==> config.mk <==
export PLATFORM = sky130hd
export DESIGN_NAME = hlc_ctrl
export DESIGN_NICKNAME = d
export VERILOG_FILES = /design/src/design/hlc_pkg.sv /design/src/design/hlc_ctrl.sv
export SDC_FILE = /design/constraint.sdc
export NUM_CORES = 1
export LEC_CHECK = 0
export BUFFER_PORTS_ARGS = -buffer_cell sky130_fd_sc_hd__buf_2
export CORE_AREA = 2 2 39 41
export DETAILED_ROUTE_END_ITERATION = 7
export DIE_AREA = 0 0 41 43
export SLEW_MARGIN = 15
export SYNTH_ARGS = -nofsm -noshare
export SYNTH_HDL_FRONTEND = slang
export SYNTH_SLANG_ARGS = --single-unit
export TNS_END_PERCENT = 30
==> constraint.sdc <==
create_clock -name clock -period 1.8 [get_ports clock]
set_input_delay 0.09 -clock clock [delete_from_list [all_inputs] [get_ports clock]]
set_output_delay 0.09 -clock clock [all_outputs]
set_load 0.01 [all_outputs]
==> src/design/hlc_pkg.sv <==
// Shared constants, types and decode helpers for the HSV to CMY lattice interpolator.
// Used by the controller, the datapath and the top level; depends on nothing else.
package hlc_pkg;

   // Lattice geometry
   localparam int HUE_STEPS    = 48;
   localparam int SV_LEVELS    = 17;
   localparam int HUE_GRID_LOG = 5;
   localparam int SV_GRID_LOG  = 4;
   localparam int SV_GRID      = 1 << SV_GRID_LOG;
   localparam int PLANE_SIZE   = SV_LEVELS * HUE_STEPS;
   localparam int TABLE_DEPTH  = SV_LEVELS * PLANE_SIZE;

   // Field and internal widths
   localparam int HUE_W       = 11;
   localparam int SV_W        = 8;
   localparam int CHAN_W      = 8;
   localparam int ENTRY_W     = 3 * CHAN_W;
   localparam int INDEX_W     = 14;
   localparam int ADDR_W      = $clog2(TABLE_DEPTH);
   localparam int HSTEP_RAW_W = HUE_W + 1 - HUE_GRID_LOG;
   localparam int HSTEP_W     = $clog2(HUE_STEPS);
   localparam int LVL_W       = $clog2(SV_LEVELS);
   localparam int HUE_MAG_W   = HUE_GRID_LOG;
   localparam int SV_MAG_W    = SV_GRID_LOG;

   // Saturation / value edge rule: 256 becomes 255, whose neighbor 239 reads level 14
   localparam int SV_TOP           = SV_LEVELS - 1;
   localparam int SV_EDGE          = 255;
   localparam int SV_EDGE_NB_LEVEL = (SV_EDGE - SV_GRID) / SV_GRID;

   // Fixed point: 8 fraction bits; the top cell spans 15 instead of 16
   localparam int FRAC_W       = 8;
   localparam int DEN_EDGE     = SV_GRID - 1;
   localparam int DEN15_WHOLE  = (1 << FRAC_W) / DEN_EDGE;
   localparam int DIV15_SHIFT  = 16;
   localparam int DIV15_MUL    = ((1 << DIV15_SHIFT) + DEN_EDGE - 1) / DEN_EDGE;

   // Action codes
   localparam logic ACT_WRITE   = 1'b0;
   localparam logic ACT_CONVERT = 1'b1;

   typedef enum logic [1:0] {
      SEL_NEAR,
      SEL_HUE,
      SEL_SAT,
      SEL_VAL
   } lattice_sel_type;

   typedef struct packed {
      logic [LVL_W-1:0]    lvl0;
      logic [LVL_W-1:0]    lvl_nb;
      logic [SV_MAG_W-1:0] mag;
      logic                den15;
   } sv_axis_type;

   typedef struct packed {
      logic            load;
      logic            mem_we;
      logic            mem_re;
      lattice_sel_type rd_sel;
      logic            take_near;
      logic            prod_en;
      lattice_sel_type prod_axis;
      logic            acc_init;
      logic            acc_en;
      logic            out_en;
   } hlc_cmd_type;

   // Round a saturation or value coordinate to its lattice level and pick the neighbor
   function automatic sv_axis_type sv_decode(input logic [SV_W-1:0] x);
      sv_axis_type        r;
      logic [SV_W:0]      rnd;
      logic [SV_W:0]      near;
      logic signed [SV_W+1:0] diff;
      logic signed [SV_W+1:0] neg;
      rnd    = {1'b0, x} + (SV_W+1)'(SV_GRID / 2);
      r.lvl0 = rnd[SV_W -: LVL_W];
      near   = (r.lvl0 == LVL_W'(SV_TOP)) ? (SV_W+1)'(SV_EDGE)
                                          : {r.lvl0, {SV_GRID_LOG{1'b0}}};
      diff   = $signed({2'b00, x}) - $signed({1'b0, near});
      neg    = -diff;
      if (diff > 0) begin
         r.mag    = diff[SV_MAG_W-1:0];
         r.lvl_nb = r.lvl0 + LVL_W'(1);
         r.den15  = (r.lvl0 == LVL_W'(SV_TOP - 1));
      end else if (diff < 0) begin
         r.mag    = neg[SV_MAG_W-1:0];
         r.lvl_nb = (r.lvl0 == LVL_W'(SV_TOP)) ? LVL_W'(SV_EDGE_NB_LEVEL)
                                               : r.lvl0 - LVL_W'(1);
         r.den15  = 1'b0;
      end else begin
         r.mag    = '0;
         r.lvl_nb = r.lvl0;
         r.den15  = 1'b0;
      end
      return r;
   endfunction

   // Fold a hue step back onto the circle
   function automatic logic [HSTEP_W-1:0] hue_wrap(input logic [HSTEP_RAW_W-1:0] x);
      logic [HSTEP_RAW_W-1:0] w;
      w = (x >= HSTEP_RAW_W'(HUE_STEPS)) ? x - HSTEP_RAW_W'(HUE_STEPS) : x;
      return w[HSTEP_W-1:0];
   endfunction

   // Table address of a lattice point
   function automatic logic [ADDR_W-1:0] entry_addr(input logic [LVL_W-1:0]   lv,
                                                    input logic [LVL_W-1:0]   ls,
                                                    input logic [HSTEP_W-1:0] hs);
      return ADDR_W'(lv) * ADDR_W'(PLANE_SIZE) + ADDR_W'(ls) * ADDR_W'(HUE_STEPS)
             + ADDR_W'(hs);
   endfunction

endpackage

==> src/design/hlc_ctrl.sv <==
// Sequencer for the lattice interpolator: accepts beats, steps the four table reads
// and the correction pipeline. Depends on hlc_pkg.
module hlc_ctrl
   import hlc_pkg::*;
(
   input  logic        clock,
   input  logic        reset,
   input  logic        start,
   input  logic        req_action,
   output logic        busy,
   output logic        rsp_valid,
   output hlc_cmd_type cmd
);

   typedef enum logic [2:0] {
      IDLE,
      RD_NEAR,
      RD_HUE,
      RD_SAT,
      RD_VAL,
      PROD_VAL,
      FINISH
   } state_type;

   state_type state_ff, state_in;
   logic      busy_ff;
   logic      rsp_valid_ff;
   logic      accept;

   assign accept = start && !busy_ff;

   // Next state and datapath commands
   always_comb begin
      state_in      = state_ff;
      cmd           = '0;
      cmd.rd_sel    = SEL_NEAR;
      cmd.prod_axis = SEL_NEAR;
      unique case (state_ff)
         IDLE: begin
            cmd.load   = accept && (req_action == ACT_CONVERT);
            cmd.mem_we = accept && (req_action == ACT_WRITE);
            if (accept && (req_action == ACT_CONVERT)) begin
               state_in = RD_NEAR;
            end
         end
         RD_NEAR: begin
            cmd.mem_re = 1'b1;
            cmd.rd_sel = SEL_NEAR;
            state_in   = RD_HUE;
         end
         RD_HUE: begin
            cmd.mem_re    = 1'b1;
            cmd.rd_sel    = SEL_HUE;
            cmd.take_near = 1'b1;
            state_in      = RD_SAT;
         end
         RD_SAT: begin
            cmd.mem_re    = 1'b1;
            cmd.rd_sel    = SEL_SAT;
            cmd.prod_en   = 1'b1;
            cmd.prod_axis = SEL_HUE;
            cmd.acc_init  = 1'b1;
            state_in      = RD_VAL;
         end
         RD_VAL: begin
            cmd.mem_re    = 1'b1;
            cmd.rd_sel    = SEL_VAL;
            cmd.prod_en   = 1'b1;
            cmd.prod_axis = SEL_SAT;
            cmd.acc_en    = 1'b1;
            state_in      = PROD_VAL;
         end
         PROD_VAL: begin
            cmd.prod_en   = 1'b1;
            cmd.prod_axis = SEL_VAL;
            cmd.acc_en    = 1'b1;
            state_in      = FINISH;
         end
         FINISH: begin
            cmd.out_en = 1'b1;
            state_in   = IDLE;
         end
         default: begin
            state_in = IDLE;
         end
      endcase
   end

   // Hold state, busy and the result strobe
   always_ff @(posedge clock) begin
      if (reset) begin
         state_ff     <= IDLE;
         busy_ff      <= 1'b0;
         rsp_valid_ff <= 1'b0;
      end else begin
         state_ff     <= state_in;
         busy_ff      <= (state_in != IDLE);
         rsp_valid_ff <= (state_ff == FINISH);
      end
   end

   assign busy      = busy_ff;
   assign rsp_valid = rsp_valid_ff;

endmodule

# After elaboration in Yosys (flattened, before gate mapping)
# Cells that the tools add are included.
# classes
n_mux	9
n_shift	0
n_addsub	0
n_div	0
bitwise	1
eq_ne	6
magnitude_cmp	0
multipliers	0
n_reduce_logical	7
# op_table
op	count
one-hot mux 3 bit (6 select lines)	1
one-hot mux 3 bit (4 select lines)	1
equality test 3 bit (second input constant)	3
one-hot mux 3 bit (3 select lines)	1
equality test 3 x 2 -> 1 bit (second input constant)	2
two-way mux 1 bit	4
equality test 3 x 1 -> 1 bit (second input constant)	1
logical AND 1 bit	3
logical NOT 3 bit	1
two-way mux 3 bit	1
nonzero test 3 bit	1
two-way mux 2 bit	1
OR reduction 2 bit	1
logical NOT 1 bit	1
inverter 1 bit	1
# totals
latch_bits	0
rom_bits	0
in_bits	4
reg_bits	5
ram_bits	0
output_inout_bits	14
memories	0
elab_cells	26

# Depth between registers and ports, before layout
# Gate-level depths: netlist of run 1.
# depth
ltp_word	6
depth_mapped	4
depth_no_buf	3

# Worst setup path after synthesis of run 1
# Ideal clock, no wire load.
# synth_timing
path_type	register to output
startpoint	register state_ff[2]
endpoint	output cmd[10] (netlist bit)
arrival_time_ps	947
t_required_ps	1710
stages_incl_launch_ff	3
slack_ps	763
n_path_buf	0
path_cell_list	dfxtp_1 -> or3_4 -> nor4b_4
# synth_lines
element	line	rtl
from (decl)	hlc_ctrl.sv:25	state_type state_ff, state_in;
from (signal assigned)	hlc_ctrl.sv:96	state_ff <= state_in;
to (decl)	hlc_ctrl.sv:12	output hlc_cmd_type cmd

==> results.txt, run 1 <==
- In this run the static leakage power is 0.239 nW.
* Global route overflow: 0
- Before CTS, the worst setup slack after placement is 0.489 ns.
* Root buf cell: sky130_fd_sc_hd__clkbuf_4
- Multiplexer share of the synthesized area: 0%
- The die is 43 um tall.
* Final worst-path cycle share: 86.4%
* Fraction of post-synthesis cell area in the top cell type by area: 32.0%
- Count of routing violations after the opening detailed-route iteration: 3
- When the netlist entered floorplanning its net count stood at 40.
- The number of antenna violations at the first check in global routing is 0.
- Fill cells in the final layout number 168.
* Post-CTS setup buffer count: 0
* Type of element launching the critical path: flop
- Main combinational cell family by area after synthesis: simple AND/OR/NAND/NOR gates
- Hold slack final: 0.0745 ns
- Counting the buffers created by CTS gives 3.
* Cell taking the most area after synthesis: sky130_fd_sc_hd__dfxtp_1
* Total vias in the final route: 288
- In the final routed layout, each cell accounts on average for 8.51 um.
* Critical Path RT: 1.71 ns
- The via count of the first global-routing pass is 218.
- The post-route netlist has 45.3% of its cells at a drive strength greater than 1.
- The worst setup path is captured at an output pin.
* Worst setup slack after layout: 0.245 ns
- Sequential area share after synthesis: 32.0%
- Synthesized flop and latch total: 5
- Max Transition Viols Final: 0
- Peak Freq: 0.643 GHz
* Share of flip-flops with an asynchronous set or reset after synthesis: 0%
- Placed instance area: 393 um^2
- For this design the ratio of total power to cell area is 810 mW/mm^2.
- Number of port buffers: 17
- Setup clock skew after layout: 0.00165 ns
- DR vias/cell: 4.17
- Largest voltage drop on the vdd net: 261 uV
- Data on the critical path arrives at its endpoint at 1.47 ns.
- Setup violations remaining at the end of the flow were counted as 0.
- Along the worst path, the maximum fanout reaches 12.
- Synthesis-to-finish area growth: 34.0%
* Global Route Usage Sum: 7.95%
* Mean area per synthesized cell: 8.69 um^2
- For this run, the leading register cell type out of synthesis is sky130_fd_sc_hd__dfxtp_1.
- The clock reaches the later pin of the worst-skew pair after 0.24 ns.
- The cell area that synthesis handed to floorplanning was 313 um^2.
- Final ANT Viol Nets: 0
- Placeable core area: 0.00138 mm^2
* Synth Instances: 36
* Post-CTS Hold Fix Bufs: 0
* Worst hold path type: in2reg
* Post-route cell area: 419 um^2
- Clock edge transition at the registers on the reported setup and hold paths: 0.04 ns
- The routed design has 587 um of wire.
- Normalized max-slew margin: 73.4%
- The clock period could shrink to 1.56 ns.
* Routability congestion estimate from global placement: 0.698
- For this run, design rule violations remaining after detail routing come to 0.
- Once the floorplan was initialized, standard cells occupied 22.6% of the core.
* Area of the die: 0.00176 mm^2
* Number of enable flip-flop cells after synthesis: 0
- By area the synthesized netlist is led by sky130_fd_sc_hd__dfxtp_1 32%, sky130_fd_sc_hd__nor4b_4 7.6%, sky130_fd_sc_hd__nor2_1 6.0%.
* Yosys cell types: 19
- The longest clock path from root to sink contains 2 buffers.
- Number of antenna diodes: 0
- The setup path with the least slack is of type reg2out.
* Adder-cell share of the synthesized area: 0%
- TritonCTS built the clock tree.
* Clock sink count: 5
* CTS resizes: 0
* Status: completed
* Post-Synth XOR/XNOR Area: 5.60%
* DIE WIDTH: 41 um
- Summing the areas of all compound-gate instances in the mapped netlist gives 14.4% of the synthesized area.
* Max-cap violation count: 0
* Final design utilization: 30.3%
- DP HPWL: 472 um
- For this run, the number of Yosys warnings is 0.
* Final #Nets: 58
* Pin count of the biggest net entering global routing: 13
- Max H-tree Level: 1
- Slew at the pin with the worst max-slew slack: 0.398 ns
- The first detailed-routing pass ran for 3 iterations.
- Placement row count: 14
* Final hold violation count: 0
* RSZ-0062 raised after global routing: no
- Setup total negative slack on the finished layout was measured at 0 ns.
* IO Pins: 18
* Area fraction in and, or, nand and nor cells after synthesis: 37.6%
* Wire length of the first global-routing pass: 862 um
## synthesized netlist by cell type (all sizes together) (2+ instances only)
| master | n |
|---|---|
| a21oi | 2 |
| buf | 4 |
| dfxtp | 5 |
| inv | 2 |
| nand2 | 2 |
| nand3b | 2 |
| nor2 | 5 |
| nor2b | 2 |
| nor3 | 2 |
| xnor2 | 2 |
## per-layer routing
metal,GRT usage (%),routed length [um]
met1,9.71,261
met2,8.75,257
met3,4.71,61
met4,8.00,6
met5,0,0
## final cells by class
class / count / area [um^2] / area share (%)
clock buffer: 4 / 26.3 / 6.27
multi-input combinational: 25 / 180 / 43.0
inverter: 2 / 7.51 / 1.79
tap: 16 / 20.0 / 4.78
sequential: 5 / 100 / 23.9
timing repair buffer: 17 / 85.1 / 20.3
## cell families after synthesis
logic type / after synthesis
DFF: 5
AOI/OAI and AO/OA: 6
buffers and inverters: 6
and+or+nand+nor: 17
xor gates and xnor gates: 2
## final timing paths
kind | endpoint | start | cells after the start | slack [ns]
worst max register to register | busy | state_ff[2] | 2 | 0.81
worst max-delay path | cmd[10] | state_ff[2] | 3 | 0.24
worst min-delay path | state_ff[2] | reset | 2 | 0.07
worst min register to register | rsp_valid | state_ff[1] | 2 | 0.64
## flip-flops by register name, indices dropped and copies added (netlist names)
| register | flops |
|---|---|
| state_ff | 3 |
| busy | 1 |
| rsp_valid | 1 |
## report_power, final
group          total [mW]  internal, mW  switching [mW]
logic              0.0781        0.0421          0.0360
registers           0.135         0.119          0.0158
clock network       0.127        0.0836          0.0432
## critical path: stages, from the launching register on
cell                      delay, ns
sky130_fd_sc_hd__dfxtp_1       0.42
sky130_fd_sc_hd__or3_4         0.45
sky130_fd_sc_hd__nor4b_4       0.20
sky130_fd_sc_hd__buf_2         0.16
## cell usage in the layout (no fill, tap or decap)
cell,instances
sky130_fd_sc_hd__a211o_1,1
sky130_fd_sc_hd__a21o_1,1
sky130_fd_sc_hd__a21oi_1,2
sky130_fd_sc_hd__a221oi_1,1
sky130_fd_sc_hd__buf_2,17
sky130_fd_sc_hd__clkbuf_1,1
sky130_fd_sc_hd__clkbuf_4,3
sky130_fd_sc_hd__dfxtp_1,5
sky130_fd_sc_hd__inv_1,2
sky130_fd_sc_hd__nand2_1,2
sky130_fd_sc_hd__nand2b_1,1
sky130_fd_sc_hd__nand3b_1,2
sky130_fd_sc_hd__nor2_1,5
sky130_fd_sc_hd__nor2b_1,2
sky130_fd_sc_hd__nor3_1,2
sky130_fd_sc_hd__nor3b_2,1
sky130_fd_sc_hd__nor4b_4,1
sky130_fd_sc_hd__o21ba_2,1
sky130_fd_sc_hd__or3_4,1
sky130_fd_sc_hd__xnor2_1,2
## metrics by stage
stage	std cells	total power [mW]
CTS	69	0.348
finish	69	0.340
floorplan	36	0.192
global placement	65	0.215
detailed placement	65	0.216
global route	69	0.365
No activity file was read; power rests on OpenSTA's default activity.
==> run 2, diff against run 1 <==
==> constraint.sdc (replaced) <==
create_clock -name clock -period 1.8 [get_ports clock]
set_input_delay 0.27 -clock clock [delete_from_list [all_inputs] [get_ports clock]]
set_output_delay 0.27 -clock clock [all_outputs]
set_load 0.01 [all_outputs]
==> results.txt, run 2 (synthesis gave the netlist of run 1 again) <==
* Via count of the first global-routing pass: 228
* Post-route DRC: 0
* Leakage power of the design: 0.250 nW
- The area growth from synthesis to layout is 38.8%.
- Final Critical Period: 1.66 ns
* Pin count of the biggest net entering global routing: 13
- Family of cells with the greatest summed delay on the critical path: simple AND/OR/NAND/NOR gates
* Max H-tree Level: 1
- The die covers 0.00176 mm^2.
- The die is 43 um tall.
- Fraction of layout instances using a drive strength above 1: 47.3%
- For this design the total switching power over the nets is 96.5 uW.
- Fin Setup TNS: 0 ns
- Fraction of power spent switching nets: 28.0%
- Kind of end point of the critical path: output pin
* Final hold violation count: 0
- In this run the power density over the cells is 793 mW/mm^2.
* Worst Hold Depth: 2
- Between clock sinks in the finished design, the worst skew comes to 0.00102 ns.
* Critical Path RT: 1.53 ns
- The worst setup path is of the reg2out kind.
* Final worst-path cycle share: 92.5%
- Along the worst path, the maximum fanout reaches 12.
* Clock edge transition at the registers on the reported setup and hold paths: 0.04 ns
- Root buf cell: sky130_fd_sc_hd__clkbuf_4
- The slowest stage of the critical path is the sky130_fd_sc_hd__dfxtp_1 cell.
* Total area of multi-input combinational cells: 180 um^2
* PnR Total Power: 344 uW
- CTS tree: built
- Max-cap violation count: 0
- Peak Freq: 0.601 GHz
- Pre-antenna DRT Iters: 4
- Final ANT Viol Nets: 0
- Area taken by flip-flops and latches: 100 um^2
- Measured against its own limit, the worst slew margin works out to 75.2%.
- The critical path goes through or3_4 -> nor4b_4 -> buf_2.
* Initial antenna violation count: 0
- For this block, the initial DRC count from the detailed router was 7.
- The top cell types in the final layout, fill and taps aside, are 17 x sky130_fd_sc_hd__buf_2, 5 x sky130_fd_sc_hd__nor2_1, 5 x sky130_fd_sc_hd__dfxtp_1.
- RSZ-0062 raised after global routing: no
- Minimum setup slack after placement: 0.381 ns
* Final wirelength: 631 um
- Largest stage delay on the critical path: 0.41 ns
* Number of buffers created by CTS: 3
- Once the clock tree was built, the resizer swapped 0 gates to a different size.
* Placeable core area: 0.00138 mm^2
- The library cell used most frequently in the layout, excluding fill and tap cells, is sky130_fd_sc_hd__buf_2.
- In this run, post-CTS hold repair placed 0 buffers.
* Detailed-route wire length per cell: 8.89 um
- After legalization and detailed placement, the total HPWL measured 479 um.
* Final #Nets: 60
* Routability congestion estimate from global placement: 0.733
- In the global route stage, overall resource usage came out at 8.33%.
- After layout, the worst setup slack is 0.136 ns.
* IO Pins: 18
* Post-CTS setup buffer count: 0
- Input and output buffers added on the ports amount to 17.
* Number of antenna diodes: 0
- Internal cell power: 248 uW
- Status: completed
* Type of element launching the critical path: flop
* Proportion of power drawn by the clock network: 36.8%
* Count of filler cells inserted in the layout: 175
- For the pin with the worst max-slew slack, the measured transition is 0.371 ns.
- Crit. path cell count: 3
- Count of cells along the worst register-to-register path: 2
- For this configuration, the core starts out at a cell density of 22.6%.
- In the routed layout, each cell is associated on average with a via count of 4.15.
- Final setup violation count: 0
- Largest voltage drop on the vdd net: 346 uV
* Max Transition Viols Final: 0
- Buffer and inverter count on the worst path: 1
- The share of total power dissipated in sequential elements is 37.5%.
- More flip-flops sit in one register than any other, and that register is state_ff.
* Clock sink count: 5
- Placement row count: 14
- Global route overflow: 0
- For the worst-skew pair, the clock arrives at the later sink with an insertion delay of 0.24 ns.
* Largest register FFs: 3
* Arrival @ worst endpoint: 1.39 ns
- Total vias in the final route: 295
- Per report_power, the combinational group accounts for 25.6% of the total.
- From left edge to right edge, the die measures 41 um.
- The path class of the tightest hold or removal check is in2reg.
* Wire length of the first global-routing pass: 917 um
* Maximum buffer depth of the clock tree: 2
-- run 2: cell count changes in the layout (fill, tap and decap cells not counted), sizes merged --
cell  before  now
buf       17   19
-- run 2: per-layer routing --
metal	global-route usage [%]	part of all wire [%]	vias to the layer above
met1	10.3	49	125
met3	7.85	9.4	0
met5	0	0	-
li1	-	-	157
met2	9.38	42	13
met4	4.00	0	0
-- run 2: through the flow --
stage / util [%] / std cells / cell area [um^2] / hold slack (ns)
floorplan: - / 36 / 313 / 0.339
global placement: 29.5 / 67 / 408 / 0.499
detailed placement: 29.5 / 67 / 408 / 0.503
CTS: 31.4 / 71 / 434 / 0.245
global route: 31.4 / 71 / 434 / 0.256
finish: 31.4 / 71 / 434 / 0.250
-- run 2: cell type report --
type,instances,share of cell area [%]
tap,16,4.61
clock buffer,4,6.05
multi-input combinational,25,41.5
timing repair buffer,19,23.1
sequential,5,23.1
inverter,2,1.73
-- run 2: worst register-to-register path: stages (launching register included) --
cell and delay (ns):
sky130_fd_sc_hd__dfxtp_1 0.53, sky130_fd_sc_hd__nor3b_2 0.27, sky130_fd_sc_hd__o21ba_2 0.16
-- run 2: power groups by stage --
stage          sequential (mW)  combinational, mW  clock [mW]
2_1_floorplan            0.127             0.0651           0
3_3_place_gp             0.130             0.0890           0
3_5_place_dp             0.131             0.0897           0
4_1_cts                  0.129             0.0900       0.134
5_1_grt                  0.131             0.0982       0.144
6_report                 0.129             0.0883       0.127
-- run 2: worst paths after layout --
| path | slack (ns) | end | from |
|---|---|---|---|
| max | 0.14 | cmd[10] | state_ff[1] |
| min | 0.25 | rsp_valid | reset |
| max reg2reg | 0.79 | state_ff[1] | state_ff[1] |
| min reg2reg | 0.60 | rsp_valid | state_ff[0] |
==> run 3, diff against run 2 <==
==> constraint.sdc (replaced) <==
create_clock -name clock -period 1.6 [get_ports clock]
set_input_delay 0.24 -clock clock [delete_from_list [all_inputs] [get_ports clock]]
set_output_delay 0.24 -clock clock [all_outputs]
set_load 0.01 [all_outputs]
==> results.txt, run 3 (synthesis gave the netlist of run 1 again) <==
- Status: completed
* Kind of end point of the critical path: output pin
- The slowest stage of the critical path is the sky130_fd_sc_hd__or3_4 cell.
* Placement row count: 14
- In this run, the combinational gates consume 27.8% of the power.
- Number of antenna diodes: 0
- state_ff holds more flip-flops than any other register.
- CTS tree: built
* Maximum fanout count along the critical path: 2
- For the worst-skew pair, the clock arrives at the later sink with an insertion delay of 0.24 ns.
- Initial standard-cell utilization of the core: 22.6%
- Final setup violation count: 0
* Number of port buffers: 17
* Global Route Usage Sum: 8.44%
* Via count of the first global-routing pass: 241
- Data on the critical path is required at its endpoint by 1.36 ns.
- In this run switching power makes up 28.1% of total power.
- The finished layout holds 72 standard cells, fillers aside.
- Clock edge transition at the registers on the reported setup and hold paths: 0.04 ns
* PnR Total Power: 392 uW
* Final worst-path cycle share: 96.3%
* Final ANT Viol Nets: 0
- Vertical extent of the die: 43 um
* Largest register FFs: 3
- Buffer and inverter count on the worst path: 1
- STA classifies the critical path startpoint as a flop.
- Final hold violation count: 0
* Routability congestion estimate from global placement: 0.689
- Max-cap violation count: 0
* Largest stage delay on the critical path: 0.40 ns
* DR vias/cell: 4.24
- Including well taps, the total number of placed cells is 68.
- DIE WIDTH: 41 um
* Cell chain of the critical path: or3_4 -> nor4b_4 -> buf_2
- Across all hold checks on the routed design, the worst slack comes to 0.220 ns.
- Setup slack on the worst reg-to-reg path comes out at 0.65 ns.
* Normalized max-slew margin: 85.3%
* IO Pins: 18
* Count of routing violations after the opening detailed-route iteration: 3
- For this design the total switching power over the nets is 110 uW.
* Maximum buffer depth of the clock tree: 2
- Setup repair after global routing left no endpoint under its margin.
- Cells with a size suffix above 1 make up 48.2% of the layout.
- Slew at the pin with the worst max-slew slack: 0.220 ns
- Proportion of power drawn by the clock network: 36.6%
- Pin count of the biggest net entering global routing: 12
* Highest-count cells in the layout ignoring fill and taps: 17 x sky130_fd_sc_hd__buf_2, 5 x sky130_fd_sc_hd__nor2_1, 5 x sky130_fd_sc_hd__dfxtp_1
* CTS resizes: 0
- Internal power comes to 282 uW.
* Pre-antenna DRT Iters: 4
- Max H-tree Level: 1
- Worst hold path type: in2reg
- The share of total power dissipated in sequential elements is 35.6%.
* Areal power density over the cells: 887 mW/mm^2
- Detailed placement ended at an HPWL of 483 um.
- Total vias in the final route: 305
- The number of max-slew violations in the final report was 0.
- Setup Crit Path Kind: reg2out
- Wire length of the first global-routing pass: 945 um
* Fin Setup TNS: 0 ns
- Peak Freq: 0.649 GHz
- Final design utilization: 31.9%
- For this run the aggregate overflow at the end of global routing stands at 0.
- Setup clock skew after layout: 0.00250 ns
- For this run, design rule violations remaining after detail routing come to 0.
- The worst path in the final design needs a cycle of 1.54 ns, including I/O delays and setup.
* Post-CTS Hold Fix Bufs: 0
- After detailed routing, the average wire length per cell comes to 8.67 um.
- Commonest non-fill, non-tap cell in the layout: sky130_fd_sc_hd__buf_2
- From synthesis to final layout, the design area changed by 41.2%.
* Final wirelength: 624 um
- The number of antenna violations at the first check in global routing was 0.
- Family of cells with the greatest summed delay on the critical path: simple AND/OR/NAND/NOR gates
* Clock sink count: 5
* Largest voltage drop on the vdd net: 351 uV
- Root buf cell: sky130_fd_sc_hd__clkbuf_4
- STA puts the critical path data arrival time at 1.30 ns.
* Placeable core area: 0.00138 mm^2
- Once the clock tree was built, the setup fixing pass inserted 0 buffers.
- For this run, the post-layout net count is 61.
- Area of the die: 0.00176 mm^2
* Number of buffers created by CTS: 3
* Leakage power of the design: 0.255 nW
## run 3: changes by cell type in the layout (fill, tap and decap cells not counted), sizes merged
cell / change
buf: +1
## run 3: worst paths after layout
check / cells after the start / start / end
setup reg to reg: 3 / state_ff[1] / state_ff[1]
setup / recovery: 3 / state_ff[2] / cmd[10]
hold / removal: 2 / reset / state_ff[2]
hold reg to reg: 2 / state_ff[0] / rsp_valid
## run 3: cell type report
cell class	instances	area [um^2]
clock buffers	4	26.3
repair buffers	20	108
well taps	16	20.0
inverters	2	7.51
flip-flops and latches	5	100
multi-input cells	25	180
fillers	163	942
## run 3: through the flow
stage	setup slack (ns)	area [um^2]
final	0.0594	442
after global routing	0.00974	442
after CTS	0.0467	442
after detailed placement	0.314	415
after global placement	0.325	415
after floorplan	0.413	313
## run 3: power by group through the flow
stage	Clock (mW)	Combinational [mW]	Sequential [mW]
final	0.144	0.109	0.139
after floorplan	0	0.0733	0.143
after global placement	0	0.109	0.141
after detailed placement	0	0.110	0.142
after global routing	0.163	0.120	0.140
after CTS	0.150	0.111	0.140
## run 3: routing by layer
layer	global-route usage (%)	share of wire (%)
met1	9.68	41
met2	10.3	46
met3	6.28	13
met4	6.00	0
met5	0	0
